[src/sv/assert_macros.svh]
// Assertion macros used by the connectivity engine's walker.
// Each macro expects a clock named clock and a synchronous reset named reset in scope.
`ifndef ASSERT_MACROS_SVH
`define ASSERT_MACROS_SVH

// Same-cycle implication: cons must hold whenever ante holds.
`define QUC_ASSERT_NOW(label, ante, cons, msg) \
   label: assert property (@(posedge clock) disable iff (reset) (ante) |-> (cons)) \
      else $error(msg);

// Next-cycle implication: cons must hold in the cycle after ante.
`define QUC_ASSERT_NEXT(label, ante, cons, msg) \
   label: assert property (@(posedge clock) disable iff (reset) (ante) |=> (cons)) \
      else $error(msg);

`endif

[src/sv/quc_pkg.sv]
// Shared types and constants for the quick-union connectivity engine.
// No dependencies; every module refers to this package by scoped names.
package quc_pkg;

   localparam int NumElems  = 256;
   localparam int ElemWidth = $clog2(NumElems);

   typedef logic [ElemWidth-1:0] elem_type;

   typedef struct packed {
      elem_type elem_p;
      elem_type elem_q;
   } quc_req_type;

   typedef struct packed {
      elem_type root_p;
      elem_type root_q;
      logic     already_joined;
   } quc_rsp_type;

   // Access bundle from the walker to the parent memory.
   typedef struct packed {
      elem_type rd_addr;
      logic     wr_en;
      elem_type wr_addr;
      elem_type wr_data;
   } quc_mem_req_type;

   typedef enum logic [1:0] {
      QUC_IDLE,
      QUC_WALK_P,
      QUC_WALK_Q
   } quc_state_type;

endpackage

[src/sv/quick_union_connectivity.sv]
// Quick-union connectivity engine.
// Each transfer on the req_ channel carries two element indices. The block walks the
// parent table from each element up to its root, reports both roots on the rsp_ channel,
// and links the first root under the second root when they differ. already_joined is set
// when both roots were the same, in which case the table is left unchanged.
// The pair is taken in the idle state, then each walk reads the parent table once per
// entry visited, up to and including its root. The parent memory has a single read port:
// each link followed is one read, and the next address is the data just read.
// One pair is worked on at a time; req_stall is high from acceptance until the result
// is loaded into the output register. The result register decouples the two sides, so
// a new pair is taken while a finished result still waits on rsp_stall. If the receiver
// stalls with the register full, the walker holds its root and waits.
// Reset is synchronous and active high. It empties the result register and returns the
// parent table to one element per set at once, through per-entry valid bits, so the
// block is ready in the first cycle after reset with no clearing pass.
// Depends on quc_pkg, quc_parent_mem and quc_walker.
module quick_union_connectivity (
   input  logic                 clock,
   input  logic                 reset,
   input  logic                 req_valid,
   output logic                 req_stall,
   input  quc_pkg::quc_req_type req_data,
   output logic                 rsp_valid,
   input  logic                 rsp_stall,
   output quc_pkg::quc_rsp_type rsp_data
);

   // Read address and link write from the sequencer to the table.
   quc_pkg::quc_mem_req_type mem_req;
   // Parent of the entry read in the previous cycle.
   quc_pkg::elem_type        rd_data;

   quc_walker u_walker (
      .clock     (clock),
      .reset     (reset),
      .req_valid (req_valid),
      .req_stall (req_stall),
      .req_data  (req_data),
      .rsp_valid (rsp_valid),
      .rsp_stall (rsp_stall),
      .rsp_data  (rsp_data),
      .mem_req   (mem_req),
      .rd_data   (rd_data)
   );

   quc_parent_mem u_parent_mem (
      .clock   (clock),
      .reset   (reset),
      .mem_req (mem_req),
      .rd_data (rd_data)
   );

endmodule

[src/sv/quc_parent_mem.sv]
// Parent table: one synchronous memory with one read and one write port.
// Depends on quc_pkg. Entries never written read back as their own index.
module quc_parent_mem (
   input  logic                     clock,
   input  logic                     reset,
   input  quc_pkg::quc_mem_req_type mem_req,
   output quc_pkg::elem_type        rd_data
);

   quc_pkg::elem_type                mem_ff [quc_pkg::NumElems];
   logic [quc_pkg::NumElems-1:0]     valid_ff;
   quc_pkg::elem_type                rd_mem_ff;
   quc_pkg::elem_type                rd_addr_ff;
   logic                             rd_valid_ff;

   always_ff @(posedge clock) begin
      if (mem_req.wr_en) begin
         mem_ff[mem_req.wr_addr] <= mem_req.wr_data;
      end
      rd_mem_ff  <= mem_ff[mem_req.rd_addr];
      rd_addr_ff <= mem_req.rd_addr;
   end

   always_ff @(posedge clock) begin
      if (reset) begin
         valid_ff    <= '0;
         rd_valid_ff <= 1'b0;
      end else begin
         if (mem_req.wr_en) begin
            valid_ff[mem_req.wr_addr] <= 1'b1;
         end
         rd_valid_ff <= valid_ff[mem_req.rd_addr];
      end
   end

   // An entry that was never linked is a root: it points to itself.
   assign rd_data = rd_valid_ff ? rd_mem_ff : rd_addr_ff;

endmodule

[src/sv/quc_walker.sv]
// Root-walk sequencer and result register of the connectivity engine.
// Depends on quc_pkg and assert_macros.svh; drives the parent memory port.
`include "assert_macros.svh"

module quc_walker (
   input  logic                     clock,
   input  logic                     reset,
   input  logic                     req_valid,
   output logic                     req_stall,
   input  quc_pkg::quc_req_type     req_data,
   output logic                     rsp_valid,
   input  logic                     rsp_stall,
   output quc_pkg::quc_rsp_type     rsp_data,
   output quc_pkg::quc_mem_req_type mem_req,
   input  quc_pkg::elem_type        rd_data
);

   quc_pkg::quc_state_type state_ff, state_in;
   quc_pkg::elem_type      cur_ff, cur_in;
   quc_pkg::elem_type      elem_q_ff, elem_q_in;
   quc_pkg::elem_type      root_p_ff, root_p_in;
   logic                   rsp_valid_ff, rsp_valid_in;
   quc_pkg::quc_rsp_type   rsp_data_ff, rsp_data_in;
   logic                   rsp_free;
   logic                   joined;

   assign rsp_free = !rsp_valid_ff || !rsp_stall;
   assign joined   = (root_p_ff == cur_ff);

   always_comb begin
      state_in         = state_ff;
      cur_in           = cur_ff;
      elem_q_in        = elem_q_ff;
      root_p_in        = root_p_ff;
      rsp_valid_in     = rsp_valid_ff && rsp_stall;
      rsp_data_in      = rsp_data_ff;
      req_stall        = 1'b1;
      mem_req.rd_addr  = cur_ff;
      mem_req.wr_en    = 1'b0;
      mem_req.wr_addr  = root_p_ff;
      mem_req.wr_data  = cur_ff;
      unique case (state_ff)
         quc_pkg::QUC_IDLE: begin
            req_stall = 1'b0;
            if (req_valid) begin
               cur_in          = req_data.elem_p;
               elem_q_in       = req_data.elem_q;
               mem_req.rd_addr = req_data.elem_p;
               state_in        = quc_pkg::QUC_WALK_P;
            end
         end
         quc_pkg::QUC_WALK_P: begin
            if (rd_data == cur_ff) begin
               root_p_in       = cur_ff;
               cur_in          = elem_q_ff;
               mem_req.rd_addr = elem_q_ff;
               state_in        = quc_pkg::QUC_WALK_Q;
            end else begin
               cur_in          = rd_data;
               mem_req.rd_addr = rd_data;
            end
         end
         quc_pkg::QUC_WALK_Q: begin
            if (rd_data == cur_ff) begin
               // Root found; re-read it while the result register is still full.
               if (rsp_free) begin
                  rsp_valid_in               = 1'b1;
                  rsp_data_in.root_p         = root_p_ff;
                  rsp_data_in.root_q         = cur_ff;
                  rsp_data_in.already_joined = joined;
                  mem_req.wr_en              = !joined;
                  state_in                   = quc_pkg::QUC_IDLE;
               end
            end else begin
               cur_in          = rd_data;
               mem_req.rd_addr = rd_data;
            end
         end
         default: begin
            state_in = quc_pkg::QUC_IDLE;
         end
      endcase
   end

   always_ff @(posedge clock) begin
      if (reset) begin
         state_ff     <= quc_pkg::QUC_IDLE;
         rsp_valid_ff <= 1'b0;
      end else begin
         state_ff     <= state_in;
         rsp_valid_ff <= rsp_valid_in;
      end
   end

   always_ff @(posedge clock) begin
      cur_ff      <= cur_in;
      elem_q_ff   <= elem_q_in;
      root_p_ff   <= root_p_in;
      rsp_data_ff <= rsp_data_in;
   end

   assign rsp_valid = rsp_valid_ff;
   assign rsp_data  = rsp_data_ff;

   `QUC_ASSERT_NOW(a_link_distinct, mem_req.wr_en, mem_req.wr_addr != mem_req.wr_data, "link written between equal roots")
   `QUC_ASSERT_NEXT(a_link_reports, mem_req.wr_en, rsp_valid && !rsp_data.already_joined, "link written without a matching unjoined result")
   `QUC_ASSERT_NEXT(a_accept_walks, req_valid && !req_stall, state_ff == quc_pkg::QUC_WALK_P, "accepted pair did not start the first walk")

endmodule
[config.mk]
export PLATFORM = sky130hd
export DESIGN_NAME = quick_union_connectivity
export DESIGN_NICKNAME = d
export VERILOG_FILES = /design/src/sv/quc_pkg.sv /design/src/sv/quick_union_connectivity.sv /design/src/sv/quc_parent_mem.sv /design/src/sv/quc_walker.sv
export VERILOG_INCLUDE_DIRS = /design/src /design/src/sv
export SDC_FILE = /design/constraint.sdc
export NUM_CORES = 2
export LEC_CHECK = 0
export BUFFER_PORTS_ARGS = -buffer_cell sky130_fd_sc_hd__buf_4
export CAP_MARGIN = 15
export CORE_MARGIN = 5
export CORE_UTILIZATION = 25
export CTS_BUF_LIST = sky130_fd_sc_hd__clkbuf_4 sky130_fd_sc_hd__clkbuf_8
export DETAILED_ROUTE_END_ITERATION = 7
export PLACE_DENSITY = 0.46
export SYNTH_ARGS = -nofsm -noshare
export SYNTH_HDL_FRONTEND = slang
export SYNTH_SLANG_ARGS = --single-unit
[constraint.sdc]
create_clock -name clock -period 17.1 [get_ports clock]
set_input_delay 3.42 -clock clock [delete_from_list [all_inputs] [get_ports clock]]
set_output_delay 3.42 -clock clock [all_outputs]
set_load 0.03 [all_outputs]
# ---- Word level (Yosys, flattened, before mapping)
# Memories as Yosys holds them, arrays and structs flattened. A register that Yosys moved wholly into a read port is not among the register bits.
# Cells that the tools add are included.
# W data, S select, Z words.
dict set report totals {
  regBits 301
  latchBits 0
  ramBits 2048
  rom_bits 0
  inputBits 20
  out_inout_bits 19
  elab_cells 57
  memories 1
}
dict set report classes {
  n_addsub 0
  mul 0
  div_mod_pow 0
  magnitude_cmp 3
  n_eq_ne 8
  shifts 0
  mux 23
  bitwise_logic 1
  n_reduce_logical 11
}
# memory words word_bits read_ports rd_ports_with_merged_regs write_ports line_no
set mem_list {}
lappend mem_list {u_parent_mem.mem_ff 256 8 1 1 1 quc_parent_mem.sv:10} ;# quc_pkg::elem_type mem_ff [quc_pkg::NumElems];
# op count
set ops {}
lappend ops {{$or A256 B256 Y256} 1}
lappend ops {{$mux W8} 4}
lappend ops {{$pmux W8 S3} 1}
lappend ops {{$lt A8 B9 Y1 const B} 2}
lappend ops {{$eq A8 B8 Y1} 2}
lappend ops {{$mux W1} 11}
lappend ops {{$bmux W1 S8} 1}
lappend ops {{$demux W1 S8} 1}
lappend ops {{$ge A8 B1 Y1 const B} 1}
lappend ops {{$mux W2} 4}
lappend ops {{$ne A2 B1 Y1 const B} 3}
lappend ops {{$pmux W2 S3} 1}
lappend ops {{$reduce_and A2 Y1} 2}
lappend ops {{$reduce_and A4 Y1} 1}
lappend ops {{$logic_not A1 Y1} 3}
lappend ops {{$reduce_and A3 Y1} 1}
lappend ops {{$eq A2 B1 Y1 const B} 1}
lappend ops {{$eq A2 B2 Y1 const B} 1}
lappend ops {{$logic_and A1 B1 Y1} 2}
lappend ops {{$logic_not A2 Y1} 1}
lappend ops {{$ne A2 B2 Y1 const B} 1}
lappend ops {{$logic_or A1 B1 Y1} 1}

# ---- Depth between registers and ports, before layout
dict set report depth {
  depth_word 7
  mapped_depth 21
  depth_no_buf 14
}

# ---- By module
# Synthesis repeated with hierarchy kept, for this count alone.
dict set report unflattened {
  hier_cells 4704
  hier_area_um2 90038.9
}
# mod n_inst cells_each area_per_inst_um2 seq_area_each_um2
set modules_own_cells {}
lappend modules_own_cells {quc_parent_mem 1 4570 88190.8 66964.2}
lappend modules_own_cells {quc_walker 1 134 1848.0 1211.2}

# ---- Worst setup path before layout
# Ideal clock, no wire load.
dict set report synth_path {
  kind {reg-to-reg}
  from {reg u_walker.cur_ff[2]}
  to {mem u_parent_mem.mem_ff[198][0] in the netlist's numbering, enable pin}
  setup_ns 0.374
  t_arrival_ns 7.434
  required_ns 16.726
  path_slack_ns 9.292
  stages_incl_launch_ff 13
  path_buffers 3
  synth_period_minus_slack_ns 7.808
  path_cell_list {dfxtp_1 > buf_2 > xnor2_1 > nand4_1 > o21ai_1 > buf_2 > nand2b_1 > a21oi_1 > nor2b_1 > nor3b_1 > nand3_1 > clkbuf_1 > nor2_1}
}
dict set report synth_between {
  elab_chain_cells 7
  elab_cells_between_ends 9
  cone_classes {2 x eq/ne; 6 x mux; 1 x reduce/logical}
}
# item line_no
set synth_lines {}
lappend synth_lines {{start, declared} quc_walker.sv:19} ;# quc_pkg::elem_type cur_ff, cur_in;
lappend synth_lines {{start signal, assigned} quc_walker.sv:96} ;# cur_ff <= cur_in;
lappend synth_lines {{$eq A8 B8 Y1} quc_walker.sv:28} ;# assign joined = (root_p_ff == cur_ff);
lappend synth_lines {{$logic_not A1 Y1} quc_walker.sv:71} ;# mem_req.wr_en = !joined;
lappend synth_lines {{$mux W1} quc_walker.sv:66} ;# if (rsp_free) begin
lappend synth_lines {{$mux W1 *} quc_walker.sv:64} ;# if (rd_data == cur_ff) begin
lappend synth_lines {{$mux W1 *} quc_walker.sv:42} ;# unique case (state_ff)
lappend synth_lines {{$mux W1 *} quc_parent_mem.sv:17} ;# if (mem_req.wr_en) begin
lappend synth_lines {{$mux W1 (implied by the code) *} quc_parent_mem.sv:18} ;# mem_ff[mem_req.wr_addr] <= mem_req.wr_data;
lappend synth_lines {{end, declared} quc_parent_mem.sv:10}
# Every way passes the cells marked *; elsewhere a longest branch is shown, timed or not.

# ---- Final worst setup path
dict set report layout_path {
  from {in req_valid}
  to {reg u_parent_mem.rd_mem_ff[5], read port of u_parent_mem.mem_ff}
}
dict set report layout_between {
  elab_chain_cells 2
}
# item line_no
set layout_lines {}
lappend layout_lines {{start, declared} quick_union_connectivity.sv:20} ;# input logic req_valid,
lappend layout_lines {{$mux W8} n/a}
lappend layout_lines {{$pmux W8 S3} quc_walker.sv:42}
lappend layout_lines {{end, declared} quc_parent_mem.sv:12} ;# quc_pkg::elem_type rd_mem_ff;
# Every way passes these cells.
# A chain may end at the register's enable or synchronous reset.

==> results_dict.tcl <==
set metrics [dict create \
    cp_required_ps 18080 \
    worst-path-max-fanout 70 \
    cts_bufs_inserted 414 \
    startpoint_type "input pin" \
    worst_clock_skew_ps 111 \
    grt_max_degree 205 \
    worst_setup_path_end_kind "flop" \
    synth.area.top_cells "sky130_fd_sc_hd__edfxtp_1 (67%), sky130_fd_sc_hd__nand2_1 (6.2%), sky130_fd_sc_hd__dfxtp_1 (5.9%)" \
    core.rowCount 225 \
    cts.repair_timing.setup_buffer_count 0 \
    cts_num_sinks 2357 \
    drive_above_1_share_pct 13.2 \
    setup-tns-final_ps 0 \
    die_area_um2 388000 \
    post_cts_resize_count 0 \
    synth_seq_cells 2357 \
    htreeDepth 5 \
    yosysTopAreaCell "sky130_fd_sc_hd__edfxtp_1" \
    critical_path_depth 17 \
    final-setup-viol-count 0 \
    area_added_between_synthesis_and_finish_pct 15.3 \
    post_synth.cell_area_avg_um2 12.9 \
    synth-async-reset-ratio_pct 0 \
    post_synthesis_net_count 7272 \
    synth-edff-count 2081 \
    drcViolationCount 0 \
    detailedRoute.firstIterationViolations 7200 \
    detailedRoute.firstPassIterationCount 6 \
    utilization_pct 28.9 \
    worst_path_dominant_cell_family "buffers and inverters" \
    run_status "finished clean" \
    synth_ff_type "sky130_fd_sc_hd__edfxtp_1" \
    syn-cell-area_um2 93800 \
    min_period_over_period_pct 49.9 \
    final_period_minus_worst_setup_slack_ps 8540 \
    yosys.area_share.simple_pct 13.7 \
    timing.hold.worst.class "flop to flop" \
    routedWlPerCell_um 26.7 \
    clkTransAtPathRegs_ps 60 \
    area_share_of_xor_xnor_cells_in_the_synthesized_design_pct 0.159 \
    critical_path.max_stage_delay_ps 810 \
    synth-adder-area-share_pct 0 \
    dpl_cell_area_um2 99900 \
    grt_pass1_wl_um 476000 \
    number_of_antenna_violations_at_the_first_check_in_global_routing 21 \
    hpwlAfterDp_um 205000 \
    start_util_pct 25.0 \
    cts_max_path_buffers 4 \
    synth_largest_type_area_fraction_pct 66.6 \
    drtAntennaViolNets 0 \
    hold_buffers 0 \
    muxShareOfSynthArea_pct 4.16 \
    crit_path_frequent_cell "sky130_fd_sc_hd__buf_4" \
    placement.io_buffers 38 \
    die_w_um 623 \
    synth.most_common_cell "sky130_fd_sc_hd__edfxtp_1" \
    rsz0062_at_grt "no" \
    layout.nets 7443 \
    routed_via_density 4.93 \
    crit_chain "buf_4 -> o21ai_1 -> and3_4 -> nor4_4 -> inv_8 -> buf_4 -> buf_4 -> buf_4 -> mux2i_1 -> a32oi_1 -> a31oi_1 -> a2111oi_1 -> buf_2 -> buf_4 -> o21ai_0 -> o41ai_1 -> or4_1" \
    drt_total_wl_um 341000 \
    yosysUniqueCellTypes 83 \
    combinational_family_with_the_most_area_after_synthesis "simple AND/OR/NAND/NOR gates" \
    synthesis.instances 7252 \
    tritoncts "done" \
    timing.reg2reg.worst_path_depth 19 \
    power-per-cell-area_nw_per_um2 158 \
    maxSlewHeadroom_pct 6.03 \
    max_cap_violations 0 \
    grt_util_all_layers_pct 16.9 \
    seq_area_frac_synth_pct 72.5 \
    crit_buf_inv 7 \
    slowest_stage_cell_crit_path "sky130_fd_sc_hd__buf_4" \
    worstPathArrival_ps 9510 \
    finalHoldViolCount 0 \
    clock_tree.root_cell "sky130_fd_sc_hd__clkbuf_8" \
    type_of_the_setup_path_with_the_least_slack "input pin to flop" \
    final.setup.worst_slack_ps 8560 \
    synth-compound-area-share_pct 6.79 \
    design_area_um2 108000 \
    io_pins 39 \
    yosys_warnings 0 \
    core_region_area_um2 375000 \
    setup_slack_at_placement_ps 7620 \
    finalMaxSlewViolations 0 \
    static-leakage-power_nw 35.8 \
    irDropWorstVdd_mv 0.160 \
    max_freq_mhz 117 \
    holdPathStages 2 \
    final.fill_count 38000 \
    netlist_top_cells_count "sky130_fd_sc_hd__edfxtp_1 (2081), sky130_fd_sc_hd__nand2_1 (1560), sky130_fd_sc_hd__nor2_1 (815), sky130_fd_sc_hd__nand3_1 (518), sky130_fd_sc_hd__mux2i_1 (327)" \
    die_height_um 623 \
    first_global_vias 60500 \
    worst_slew_pin_slew_ps 1400 \
    clock_latency_ps 1060 \
    gp_congestion 0.851 \
    dr_vias 62900 \
    globalRoute.totalOverflow 0 \
]
final cells by class:
| type | instances | area (um^2) | area share [%] |
|---|---|---|---|
| Sequential cell | 2357 | 68000 | 62.9 |
| Inverter | 41 | 179 | 0.165 |
| Timing Repair Buffer | 239 | 1970 | 1.82 |
| Tap cell | 4994 | 6250 | 5.77 |
| Antenna cell | 5 | 12.5 | 0.0116 |
| Clock buffer | 616 | 7380 | 6.82 |
| Multi-Input combinational cell | 4370 | 23500 | 21.8 |
| Clock inverter | 149 | 832 | 0.769 |
where the power goes:
part           switching (mW)  total, mW  internal [mW]
clock                    2.38       5.19           2.81
sequential              0.171       7.04           6.87
combinational            3.81       4.91           1.10
total                    6.36       17.1           10.8
tightest hold or removal path, stage by stage (launching register included):
cell and delay [ps]:
sky130_fd_sc_hd__dfxtp_1 320, sky130_fd_sc_hd__nor2_1 50, sky130_fd_sc_hd__nor2_1 60
flip-flops by register name, indices dropped and copies added (netlist names):
name and count:
u_parent_mem.rd_mem_ff 8, u_walker.rsp_valid 1, u_walker.elem_q_ff 8, u_walker.rsp_data 17, u_parent_mem.mem_ff 2048, u_walker.cur_ff 8
u_parent_mem.rd_valid_ff 1, u_walker.state_ff 2, u_parent_mem.valid_ff 256, u_walker.root_p_ff 8
metal layers:
layer / vias to the layer above / part of all wire (%) / routed length [um] / global-route usage (%)
li1: 27100 / - / - / -
met3: 582 / 7.1 / 24300 / 2.83
met4: 6 / 3.6 / 12400 / 5.69
met5: - / 0.010 / 34 / 0
met2: 2765 / 47 / 160000 / 27.5
met1: 32400 / 42 / 144000 / 22.7
worst paths after layout:
check                         endpoint                       from  slack, ps
max          u_parent_mem.rd_mem_ff[5]                  req_valid       8560
min          u_parent_mem.valid_ff[12]  u_parent_mem.valid_ff[12]        470
max reg2reg  u_parent_mem.rd_mem_ff[5]         u_walker.cur_ff[4]       9050
min reg2reg  u_parent_mem.valid_ff[12]  u_parent_mem.valid_ff[12]        470
metrics by stage:
stage,hold slack [ps],instances,power [mW]
finish,466,12800,17.1
global route,484,12800,17.7
CTS,469,12800,17.2
detailed placement,456,12000,12.0
global placement,444,12000,12.0
floorplan,424,7252,9.72
cell usage in the layout (no fill, tap or decap), types with 49 or more instances in the layout:
cell                       count
sky130_fd_sc_hd__a21oi_1     170
sky130_fd_sc_hd__a311oi_1     49
sky130_fd_sc_hd__a31oi_1     106
sky130_fd_sc_hd__a32oi_1     102
sky130_fd_sc_hd__and3_1       86
sky130_fd_sc_hd__buf_4       212
sky130_fd_sc_hd__clkbuf_4    175
sky130_fd_sc_hd__clkbuf_8    441
sky130_fd_sc_hd__clkinv_1     81
sky130_fd_sc_hd__dfxtp_1     268
sky130_fd_sc_hd__edfxtp_1   2081
sky130_fd_sc_hd__mux2i_1     327
sky130_fd_sc_hd__nand2_1    1550
sky130_fd_sc_hd__nand3_1     512
sky130_fd_sc_hd__nor2_1      807
sky130_fd_sc_hd__o21ai_0      95
cells by family after synthesis:
group | Yosys count
simple gates | 3107
flops | 2357
compound gates | 880
buf+inv | 525
mux | 366
xor+xnor | 17
No activity file was read; power rests on OpenSTA's default activity.
